$ cat src/rtl/core/ecwd_pkg.sv
// Package for the event camera word decoder.
// Holds the word codes, register indexes and the pixel-group queue entry type.
// No dependencies.
`timescale 1ns / 1ps

package ecwd_pkg;

  // Word codes, bits 14..12 of a non-timestamp word.
  localparam logic [2:0] CODE_CONTROL   = 3'd0;
  localparam logic [2:0] CODE_COLUMN    = 3'd1;
  localparam logic [2:0] CODE_GROUP_TWO = 3'd2;
  localparam logic [2:0] CODE_GROUP_ONE = 3'd3;
  localparam logic [2:0] CODE_BASES     = 3'd4;
  localparam logic [2:0] CODE_WRAP      = 3'd7;

  // Control word data that restarts the time base.
  localparam logic [11:0] CONTROL_TIME_RESET = 12'd1;

  // Column value that stands for column zero.
  localparam logic [9:0] COLUMN_ZERO_ALIAS = 10'h3FF;

  // Configuration register indexes.
  localparam logic [1:0] REG_SENSOR_WIDTH  = 2'd0;
  localparam logic [1:0] REG_SENSOR_HEIGHT = 2'd1;

  localparam logic [10:0] SENSOR_WIDTH_RESET  = 11'd640;
  localparam logic [10:0] SENSOR_HEIGHT_RESET = 11'd480;

  // One pixel-group word after classification: the surviving mask bits only.
  typedef struct packed {
    logic [47:0]        rel_time;
    logic [9:0]         pixel_x;
    logic signed [10:0] row_base;
    logic [7:0]         mask;
    logic               polarity;
  } group_t;

endpackage

$ cat src/rtl/core/ecwd_front.sv
// Front end of the event camera word decoder: accepts words, keeps the time,
// column and row-group state, and queues filtered pixel-group words.
// Depends on ecwd_pkg.
`timescale 1ns / 1ps

module ecwd_front #(
  parameter int TIME_BITS = 48
) (
  input  logic               clk,
  input  logic               rst,
  input  logic               cfg_write,
  input  logic [1:0]         cfg_index,
  input  logic [10:0]        cfg_data,
  input  logic               event_valid,
  output logic               event_ready,
  input  logic [15:0]        event_word,
  input  logic               q_full,
  output logic               q_push,
  output ecwd_pkg::group_t   q_data
);
  import ecwd_pkg::*;

  logic [10:0]          sensor_width;
  logic [10:0]          sensor_height;
  logic                 time_started;
  logic [TIME_BITS-1:0] wrap_offset;
  logic [TIME_BITS-1:0] first_time;
  logic [TIME_BITS-1:0] current_time;
  logic [9:0]           column_latch;
  logic [9:0]           group_one_row;
  logic signed [10:0]   group_two_row;

  logic                 accept;
  logic [2:0]           code;
  logic [11:0]          data;
  logic                 is_time;
  logic [TIME_BITS-1:0] stamp_time;
  logic [TIME_BITS-1:0] wrap_next;
  logic [TIME_BITS-1:0] rel_full;
  logic [63:0]          rel_wide;
  logic [5:0]           g1;
  logic [4:0]           off;
  logic signed [7:0]    g2;
  logic signed [10:0]   base;
  logic                 x_ok;
  logic [7:0]           keep;

  assign event_ready = !q_full;
  assign accept      = event_valid && event_ready;
  assign is_time     = event_word[15];
  assign code        = event_word[14:12];
  assign data        = event_word[11:0];

  // Time candidates for a timestamp word and for a wrap word.
  assign stamp_time = wrap_offset + TIME_BITS'(event_word[14:0]);
  assign wrap_next  = wrap_offset + TIME_BITS'({data, 15'd0});

  // Relative time, reduced to the time width and then to the 48-bit field.
  assign rel_full = current_time - first_time;
  assign rel_wide = 64'(rel_full);

  // Row-group bases from a base word.
  assign g1  = data[5:0];
  assign off = data[10:6];
  assign g2  = data[11] ? (8'(g1) - 8'(off)) : (8'(g1) + 8'(off));

  // Filter each mask bit against the sensor size.
  assign base = (code == CODE_GROUP_ONE) ? $signed({1'b0, group_one_row}) : group_two_row;
  assign x_ok = {1'b0, column_latch} < sensor_width;

  always_comb begin
    logic signed [11:0] y;
    for (int i = 0; i < 8; i++) begin
      y = 12'(base) + 12'(i);
      keep[i] = data[i] && x_ok && !y[11] && (y < $signed({1'b0, sensor_height}));
    end
  end

  assign q_push = accept && !is_time && time_started && (keep != 8'd0) &&
                  ((code == CODE_GROUP_ONE) || (code == CODE_GROUP_TWO));

  always_comb begin
    q_data.rel_time = rel_wide[47:0];
    q_data.pixel_x  = column_latch;
    q_data.row_base = base;
    q_data.mask     = keep;
    q_data.polarity = !data[8];
  end

  // Configuration registers.
  always_ff @(posedge clk) begin
    if (rst) begin
      sensor_width  <= SENSOR_WIDTH_RESET;
      sensor_height <= SENSOR_HEIGHT_RESET;
    end else if (cfg_write) begin
      if (cfg_index == REG_SENSOR_WIDTH) begin
        sensor_width <= cfg_data;
      end
      if (cfg_index == REG_SENSOR_HEIGHT) begin
        sensor_height <= cfg_data;
      end
    end
  end

  // Decoder state update for each accepted word.
  always_ff @(posedge clk) begin
    if (rst) begin
      time_started  <= 1'b0;
      wrap_offset   <= '0;
      first_time    <= '0;
      current_time  <= '0;
      column_latch  <= '0;
      group_one_row <= '0;
      group_two_row <= '0;
    end else if (accept) begin
      if (is_time) begin
        current_time <= stamp_time;
        if (!time_started) begin
          first_time   <= stamp_time;
          time_started <= 1'b1;
        end
      end else begin
        unique case (code)
          CODE_CONTROL: begin
            if (data == CONTROL_TIME_RESET) begin
              wrap_offset   <= '0;
              time_started  <= 1'b0;
              current_time  <= '0;
              column_latch  <= '0;
              group_one_row <= '0;
              group_two_row <= '0;
            end
          end
          CODE_COLUMN: begin
            column_latch <= (data[9:0] == COLUMN_ZERO_ALIAS) ? 10'd0 : data[9:0];
          end
          CODE_BASES: begin
            group_one_row <= {1'b0, g1, 3'd0};
            group_two_row <= {g2, 3'd0};
          end
          CODE_WRAP: begin
            wrap_offset  <= wrap_next;
            current_time <= wrap_next;
            if (!time_started) begin
              first_time   <= wrap_next;
              time_started <= 1'b1;
            end
          end
          default: begin
          end
        endcase
      end
    end
  end

endmodule

$ cat src/rtl/core/ecwd_fifo.sv
// Short queue of pixel-group entries between the front and back ends.
// Depends on ecwd_pkg.
`timescale 1ns / 1ps

module ecwd_fifo #(
  parameter int DEPTH = 4
) (
  input  logic             clk,
  input  logic             rst,
  input  logic             push,
  input  ecwd_pkg::group_t push_data,
  input  logic             pop,
  output ecwd_pkg::group_t pop_data,
  output logic             full,
  output logic             empty
);
  import ecwd_pkg::*;

  localparam int PW = (DEPTH > 1) ? $clog2(DEPTH) : 1;
  localparam int CW = $clog2(DEPTH + 1);

  group_t        entries [DEPTH];
  logic [PW-1:0] wr_ptr;
  logic [PW-1:0] rd_ptr;
  logic [CW-1:0] count;
  logic          do_push;
  logic          do_pop;

  assign full     = (count == CW'(DEPTH));
  assign empty    = (count == '0);
  assign do_push  = push && !full;
  assign do_pop   = pop && !empty;
  assign pop_data = entries[rd_ptr];

  // Entry storage.
  always_ff @(posedge clk) begin
    if (do_push) begin
      entries[wr_ptr] <= push_data;
    end
  end

  // Pointers and fill count.
  always_ff @(posedge clk) begin
    if (rst) begin
      wr_ptr <= '0;
      rd_ptr <= '0;
      count  <= '0;
    end else begin
      if (do_push) begin
        wr_ptr <= (wr_ptr == PW'(DEPTH - 1)) ? '0 : wr_ptr + 1'b1;
      end
      if (do_pop) begin
        rd_ptr <= (rd_ptr == PW'(DEPTH - 1)) ? '0 : rd_ptr + 1'b1;
      end
      if (do_push && !do_pop) begin
        count <= count + 1'b1;
      end else if (do_pop && !do_push) begin
        count <= count - 1'b1;
      end
    end
  end

endmodule

$ cat src/rtl/core/ecwd_back.sv
// Back end of the event camera word decoder: expands one queued pixel-group
// entry into pixel events, lowest mask bit first, through an output register.
// Depends on ecwd_pkg.
`timescale 1ns / 1ps

module ecwd_back (
  input  logic               clk,
  input  logic               rst,
  input  logic               q_empty,
  input  ecwd_pkg::group_t   q_data,
  output logic               q_pop,
  output logic               pixel_valid,
  input  logic               pixel_ready,
  output logic signed [47:0] rel_time,
  output logic [9:0]         pixel_x,
  output logic [9:0]         pixel_y,
  output logic               polarity,
  output logic               last_of_word
);
  import ecwd_pkg::*;

  group_t             work;
  logic               busy;
  logic               advance;
  logic               is_last;
  logic               free;
  logic [2:0]         bit_index;
  logic [7:0]         mask_rest;
  logic signed [10:0] row;

  // Lowest set bit of the remaining mask.
  always_comb begin
    bit_index = 3'd0;
    for (int i = 7; i >= 0; i--) begin
      if (work.mask[i]) begin
        bit_index = 3'(i);
      end
    end
  end

  assign mask_rest = work.mask & (work.mask - 8'd1);
  assign is_last   = (mask_rest == 8'd0);
  assign advance   = busy && (!pixel_valid || pixel_ready);
  assign free      = !busy || (advance && is_last);
  assign q_pop     = free && !q_empty;
  assign row       = work.row_base + 11'(bit_index);

  // Working entry: load from the queue, or drop the bit just emitted.
  always_ff @(posedge clk) begin
    if (rst) begin
      busy <= 1'b0;
    end else if (q_pop) begin
      busy <= 1'b1;
    end else if (advance && is_last) begin
      busy <= 1'b0;
    end
  end

  always_ff @(posedge clk) begin
    if (q_pop) begin
      work <= q_data;
    end else if (advance) begin
      work.mask <= mask_rest;
    end
  end

  // Output register.
  always_ff @(posedge clk) begin
    if (rst) begin
      pixel_valid <= 1'b0;
    end else if (advance) begin
      pixel_valid <= 1'b1;
    end else if (pixel_ready) begin
      pixel_valid <= 1'b0;
    end
  end

  always_ff @(posedge clk) begin
    if (advance) begin
      rel_time     <= $signed(work.rel_time);
      pixel_x      <= work.pixel_x;
      pixel_y      <= row[9:0];
      polarity     <= work.polarity;
      last_of_word <= is_last;
    end
  end

endmodule

$ cat src/rtl/core/event_camera_word_decoder.sv
// Top level of the event camera word decoder.
// Depends on ecwd_pkg, ecwd_front, ecwd_fifo and ecwd_back.
//
//   Port group     Direction  Handshake              Payload
//   event word     in         event_valid/ready      event_word
//   pixel event    out        pixel_valid/ready      rel_time, pixel_x, pixel_y,
//                                                    polarity, last_of_word
//   configuration  in         cfg_write              cfg_index, cfg_data
//
// One word is accepted per cycle while the four-entry group queue has room.
// A pixel-group word yields up to eight events, one per cycle from the back
// end while pixel_ready is high, so the event output sets the rate when groups are dense.
// The first event of a word is registered in a queue entry, then in the back
// end's working entry and then in the output register on its way out.
// Reset is synchronous; it restores the sensor size to 640 by 480 and clears
// all time, column and row-group state. Either side may stall independently.
`timescale 1ns / 1ps

module event_camera_word_decoder #(
  parameter int TIME_BITS = 48
) (
  input  logic               clk,
  input  logic               rst,
  input  logic               cfg_write,
  input  logic [1:0]         cfg_index,
  input  logic [10:0]        cfg_data,
  input  logic               event_valid,
  output logic               event_ready,
  input  logic [15:0]        event_word,
  output logic               pixel_valid,
  input  logic               pixel_ready,
  output logic signed [47:0] rel_time,
  output logic [9:0]         pixel_x,
  output logic [9:0]         pixel_y,
  output logic               polarity,
  output logic               last_of_word
);
  import ecwd_pkg::*;

  localparam int QUEUE_DEPTH = 4;

  group_t push_data;
  group_t pop_data;
  logic   push;
  logic   pop;
  logic   full;
  logic   empty;

  // Word intake and classification.
  ecwd_front #(
    .TIME_BITS (TIME_BITS)
  ) u_front (
    .clk         (clk),
    .rst         (rst),
    .cfg_write   (cfg_write),
    .cfg_index   (cfg_index),
    .cfg_data    (cfg_data),
    .event_valid (event_valid),
    .event_ready (event_ready),
    .event_word  (event_word),
    .q_full      (full),
    .q_push      (push),
    .q_data      (push_data)
  );

  // Queue of pending pixel groups.
  ecwd_fifo #(
    .DEPTH (QUEUE_DEPTH)
  ) u_fifo (
    .clk       (clk),
    .rst       (rst),
    .push      (push),
    .push_data (push_data),
    .pop       (pop),
    .pop_data  (pop_data),
    .full      (full),
    .empty     (empty)
  );

  // Event expansion and output register.
  ecwd_back u_back (
    .clk          (clk),
    .rst          (rst),
    .q_empty      (empty),
    .q_data       (pop_data),
    .q_pop        (pop),
    .pixel_valid  (pixel_valid),
    .pixel_ready  (pixel_ready),
    .rel_time     (rel_time),
    .pixel_x      (pixel_x),
    .pixel_y      (pixel_y),
    .polarity     (polarity),
    .last_of_word (last_of_word)
  );

endmodule

$ cat config.mk
export PLATFORM = sky130hd
export DESIGN_NAME = event_camera_word_decoder
export DESIGN_NICKNAME = d
export VERILOG_FILES = /design/src/rtl/core/ecwd_pkg.sv /design/src/rtl/core/ecwd_front.sv /design/src/rtl/core/ecwd_fifo.sv /design/src/rtl/core/ecwd_back.sv /design/src/rtl/core/event_camera_word_decoder.sv
export SDC_FILE = /design/constraint.sdc
export NUM_CORES = 1
export LEC_CHECK = 0
export BUFFER_PORTS_ARGS = -buffer_cell sky130_fd_sc_hd__buf_2
export CAP_MARGIN = 30
export CORE_MARGIN = 2
export CORE_UTILIZATION = 38
export CTS_CLUSTER_DIAMETER = 50
export DETAILED_ROUTE_END_ITERATION = 10
export HOLD_SLACK_MARGIN = 0.12
export PLACE_DENSITY = 0.63
export SLEW_MARGIN = 20
export SYNTH_ARGS = -nofsm -noshare
export SYNTH_HDL_FRONTEND = slang
export SYNTH_SLANG_ARGS = --single-unit
$ cat constraint.sdc
create_clock -name clk -period 5.61 [get_ports clk]
set_input_delay 0.8415 -clock clk [delete_from_list [all_inputs] [get_ports clk]]
set_output_delay 0.8415 -clock clk [all_outputs]
set_load 0.005 [all_outputs]
==> impl_summary.md <==
Setup path
The critical path startpoint category is a primary input. The worst register-to-register path ends at u_fifo.count[2]$_SDFFE_PP0P_. The startpoint of the worst-slack reg-to-reg timing path is u_front.group_two_row[5]$_SDFFE_PP0P_. The largest fanout on the critical path is 14.

The classification of the worst setup path is primary input to flop. Data on the critical path is required at its endpoint by around 6 ns. The setup check on the worst reg-to-reg path leaves a slack of 1.74 ns.

The worst setup path is captured at a flop. The arrival time reported for the critical path endpoint is a little under 5 ns. The number of cells on the worst reg-to-reg path is 15.

Final layout
The area growth from synthesis to layout is 14.2%. The most common cell after layout, fill and taps aside is sky130_fd_sc_hd__edfxtp_1. In the layout the commonest cells are 440 x sky130_fd_sc_hd__edfxtp_1, 200 x sky130_fd_sc_hd__dfxtp_1, 193 x sky130_fd_sc_hd__a21oi_1. The share of post-route cells with drive strength above 1 is 0.154.

The net count reported at finish is between 2k and 3k. Once layout is complete, the utilization of the core stands at 0.436.

Power
The switching power as a share of total power is 0.287. Of the total power, the clock network draws 0.331. The power consumption is ~14000 uW. Across the VDD grid, the largest voltage drop is 0.258 mV.

The internal power of the cells totals around 9900 uW. For this design the static power due to leakage is 0.0118 uW. The power share of the combinational group is 0.198.

The power density over cell area is 419 nW/um2. The reported net switching power is between 3000 and 4000 uW. The relative contribution of sequential cells to total power is 0.471.

STA
The maximum frequency from static timing analysis is roughly 0.23 GHz. Setup repair after global routing left no endpoint under its margin. Setup violations remaining at the end of the flow were counted as 0. The number of pins with negative max-slew slack in the final report came to 0. The worst-case setup margin in the final layout is approximately 1.2 ns. The relative slew slack is 0.400. The hold violation total from the final report is 0.

The worst path needs between 4 and 5 ns of the cycle, external delays included. The worst hold slack across all endpoints is around 0.42 ns. Setup total negative slack on the finished layout was measured at 0 ns.

At the pin with the least slew margin, the transition time is 0.896 ns. The final clock skew is around 0.029 ns. The final clock period utilization by the worst path is 0.786.

Floorplanning
The vertical extent of the die is 280 um. The die covers 78300 um2. The floorplan core area is around 76000 um2. The number of placement rows is around 100. around 110 I/O pins were placed.

The effective utilization at floorplan is 0.382. The floorplan die width is 280 um.

Drt
For this block, the initial DRC count from the detailed router was roughly 1.2k. Dividing the detail-routed wire length by the instance count gives between 15 and 20 um. Summing over every cut layer, the via total after detailed routing is about 19k. The average via count per standard cell is ~5.5. In this run the remaining antenna-violating nets after routing total 0.

After detailed routing, the number of remaining DRC violations is 0. For this block, the routed nets add up to between 60 and 70 mm of wire. The first detailed-routing pass ran for 5 iterations.

Global routing
In the global route stage, overall resource usage came out at 0.176. The global-route track usage on met3 is 0.0284. The number of global-route vias before repair is ~19k. In the global route stage, met2 resource usage came out at 0.283.

The first global-routing pass estimated ~110 mm of wire. The initial antenna violation count is 6. For met1 alone, demand over resource in global routing was 0.247. The maximum number of pins on one net before global-route repair is 78. The aggregate global routing overflow is 0. The most utilized layer in the global route result is met2.

Synth
Of all flip-flops after synthesis, the portion carrying an async set or reset was 0. Yosys mapped a number of flops with a built-in enable equal to 440. Sorting the synthesized cells by area gives the leading types as sky130_fd_sc_hd__edfxtp_1 46%, sky130_fd_sc_hd__dfxtp_1 14%, sky130_fd_sc_hd__mux4_2 5.8%. Synthesis inferred roughly 640 register bits. The post-synthesis sequential area ratio is 0.597. The cell area after technology mapping is 28900 um2.

The number of nets handed over by synthesis was about 2.5k. Counting every instance in the synthesized netlist gives around 2.3k. The fraction of synthesized cell area taken by the top area cell type is 0.457. The synthesized design spends more area on one cell type than any other, namely sky130_fd_sc_hd__edfxtp_1.

After synthesis, the netlist uses 84 different library cells. The warning count from the yosys run is 0. The main flop type after synthesis is sky130_fd_sc_hd__edfxtp_1. The mean cell area of the mapped netlist is 12.4 um2.

Place
The detailed-placement wirelength estimate is 49.0 mm. Buffers placed on the I/O ports in this run total around 110. At the placement stage, the worst setup path has a slack of between 0.6 and 0.7 ns. The routability-driven placement congestion ratio is 0.853.

Worst hold path
The worst hold path begins at u_back.work[71]$_DFFE_PP_. Along the worst hold path, the cell count comes to 0. The worst hold path terminates at u_back.rel_time[41]$_DFFE_PP_. The min-delay analysis places its worst path in the category flop to flop.

Clock tree
In this run the post-CTS setup repair buffer count came out at 0. The tree is rooted in a sky130_fd_sc_hd__clkbuf_16. Post-CTS repair changed the size of 0 cells.

The buffer depth of the longest clock path is 3. The clock insertion delay at the later pin of the skew report is just over 0.6 ns. For this design, the CTS-stage hold fixing added 0 buffers. Clock-pin slew was measured on the worst setup and hold paths at around 0.060 ns. The count of H-tree levels built during CTS is 3. TritonCTS created 70 clock buffers. The number of sinks driven by the clock tree is about 640. TritonCTS built the clock tree.

Outcome
The flow ran to the end, and the final reports show no timing, DRC or antenna violations.

Flow run
Max-cap violations in this run came to 0.
==> worst max path at each step <==
| stage | from | slack, ns | cells past startpoint | endpoint |
|---|---|---|---|---|
| finish | event_word[14] | 1.20 | 17 | u_fifo.count[2]$_SDFFE_PP0P_ |
| global route | event_word[14] | 0.90 | 17 | u_fifo.count[2]$_SDFFE_PP0P_ |
| CTS | event_word[14] | 1.23 | 17 | u_fifo.count[2]$_SDFFE_PP0P_ |
| detailed placement | event_word[14] | 0.61 | 17 | u_fifo.count[2]$_SDFFE_PP0P_ |
| global placement | event_word[14] | 0.59 | 17 | u_fifo.count[2]$_SDFFE_PP0P_ |
| floorplan | event_word[12] | 0.07 | 12 | u_fifo.entries[1][0]$_DFFE_PP_ |
==> critical path, cell delays in order <==
cell	delay, ns
sky130_fd_sc_hd__buf_2	0.23
sky130_fd_sc_hd__nand3b_1	0.26
sky130_fd_sc_hd__buf_4	0.20
sky130_fd_sc_hd__mux2_2	0.40
sky130_fd_sc_hd__ha_1	0.31
sky130_fd_sc_hd__a21o_1	0.16
sky130_fd_sc_hd__a21oi_1	0.16
sky130_fd_sc_hd__nor2_1	0.05
sky130_fd_sc_hd__a2111oi_0	0.61
sky130_fd_sc_hd__buf_4	0.23
sky130_fd_sc_hd__o311a_1	0.23
sky130_fd_sc_hd__ha_1	0.20
sky130_fd_sc_hd__inv_1	0.06
sky130_fd_sc_hd__fa_1	0.38
sky130_fd_sc_hd__xor2_1	0.18
sky130_fd_sc_hd__or3_1	0.30
sky130_fd_sc_hd__a21oi_1	0.13
==> power groups by stage <==
stage	Combinational (uW)	Sequential, uW	Clock, uW
floorplan	1820	6510	0
global placement	2670	6620	0
detailed placement	2750	6620	0
CTS	2760	6540	4680
global route	3050	6600	4860
finish	2740	6520	4580
==> cell usage after synthesis, types with 31 or more instances <==
cell                       instances
sky130_fd_sc_hd__nand2_1         166
sky130_fd_sc_hd__mux4_2           74
sky130_fd_sc_hd__a21oi_1         193
sky130_fd_sc_hd__nor3_1           34
sky130_fd_sc_hd__dfxtp_1         202
sky130_fd_sc_hd__inv_1           120
sky130_fd_sc_hd__nand3_1          45
sky130_fd_sc_hd__ha_1            107
sky130_fd_sc_hd__o21ai_0         120
sky130_fd_sc_hd__a31oi_1          32
sky130_fd_sc_hd__edfxtp_1        440
sky130_fd_sc_hd__nor2_1          145
sky130_fd_sc_hd__and2_1           31
sky130_fd_sc_hd__xnor2_1          62
sky130_fd_sc_hd__clkbuf_1         88
sky130_fd_sc_hd__a21o_1           38
==> state kept, by name, summed over array words and instances (netlist names), 2 cells and up, named ones only <==
register	cells
u_back.rel_time	48
u_fifo.rd_ptr	2
u_front.sensor_height	11
u_front.group_two_row	8
u_front.current_time	48
u_back.pixel_y	10
u_fifo.wr_ptr	2
u_front.column_latch	10
u_front.sensor_width	11
u_fifo.count	3
u_back.pixel_x	10
u_front.wrap_offset	48
u_fifo.entries	296
u_front.first_time	48
u_back.work	74
u_front.group_one_row	6
==> through the flow <==
stage / area (um2) / cells
floorplan: 28900 / 2339
global placement: 30600 / 3354
detailed placement: 30700 / 3356
CTS: 33000 / 3483
global route: 33000 / 3487
finish: 33000 / 3487
==> per-layer routing <==
layer | up-vias | share of wire
met2 | 498 | 0.46
met1 | 9453 | 0.47
met5 | - | 0.00066
li1 | 9070 | -
met3 | 99 | 0.050
met4 | 8 | 0.019
==> layout make-up <==
type | instances | area (um2)
diodes | 2 | 5.00
inverters | 120 | 450
multi-input cells | 1468 | 10800
clock buffers | 84 | 1900
clock inverters | 43 | 427
repair buffers | 150 | 956
fillers | 6760 | 42700
flip-flops and latches | 642 | 17300
well taps | 978 | 1220
==> cell families (layout without fill, tap and decap cells) <==
kind of cell               Yosys count  count (layout)  synth area share
other                                0               2                 0
muxes                               97              97            0.0660
and+or+nand+nor                    556             556            0.0930
xor gates and xnor gates            89              89            0.0270
DFF                                642             642             0.597
AOI/OAI and AO/OA                  613             613             0.136
adders and majority gates          113             113            0.0505
buffers and inverters              229             397            0.0303
Note: power is estimated with default switching activity, not from simulation.
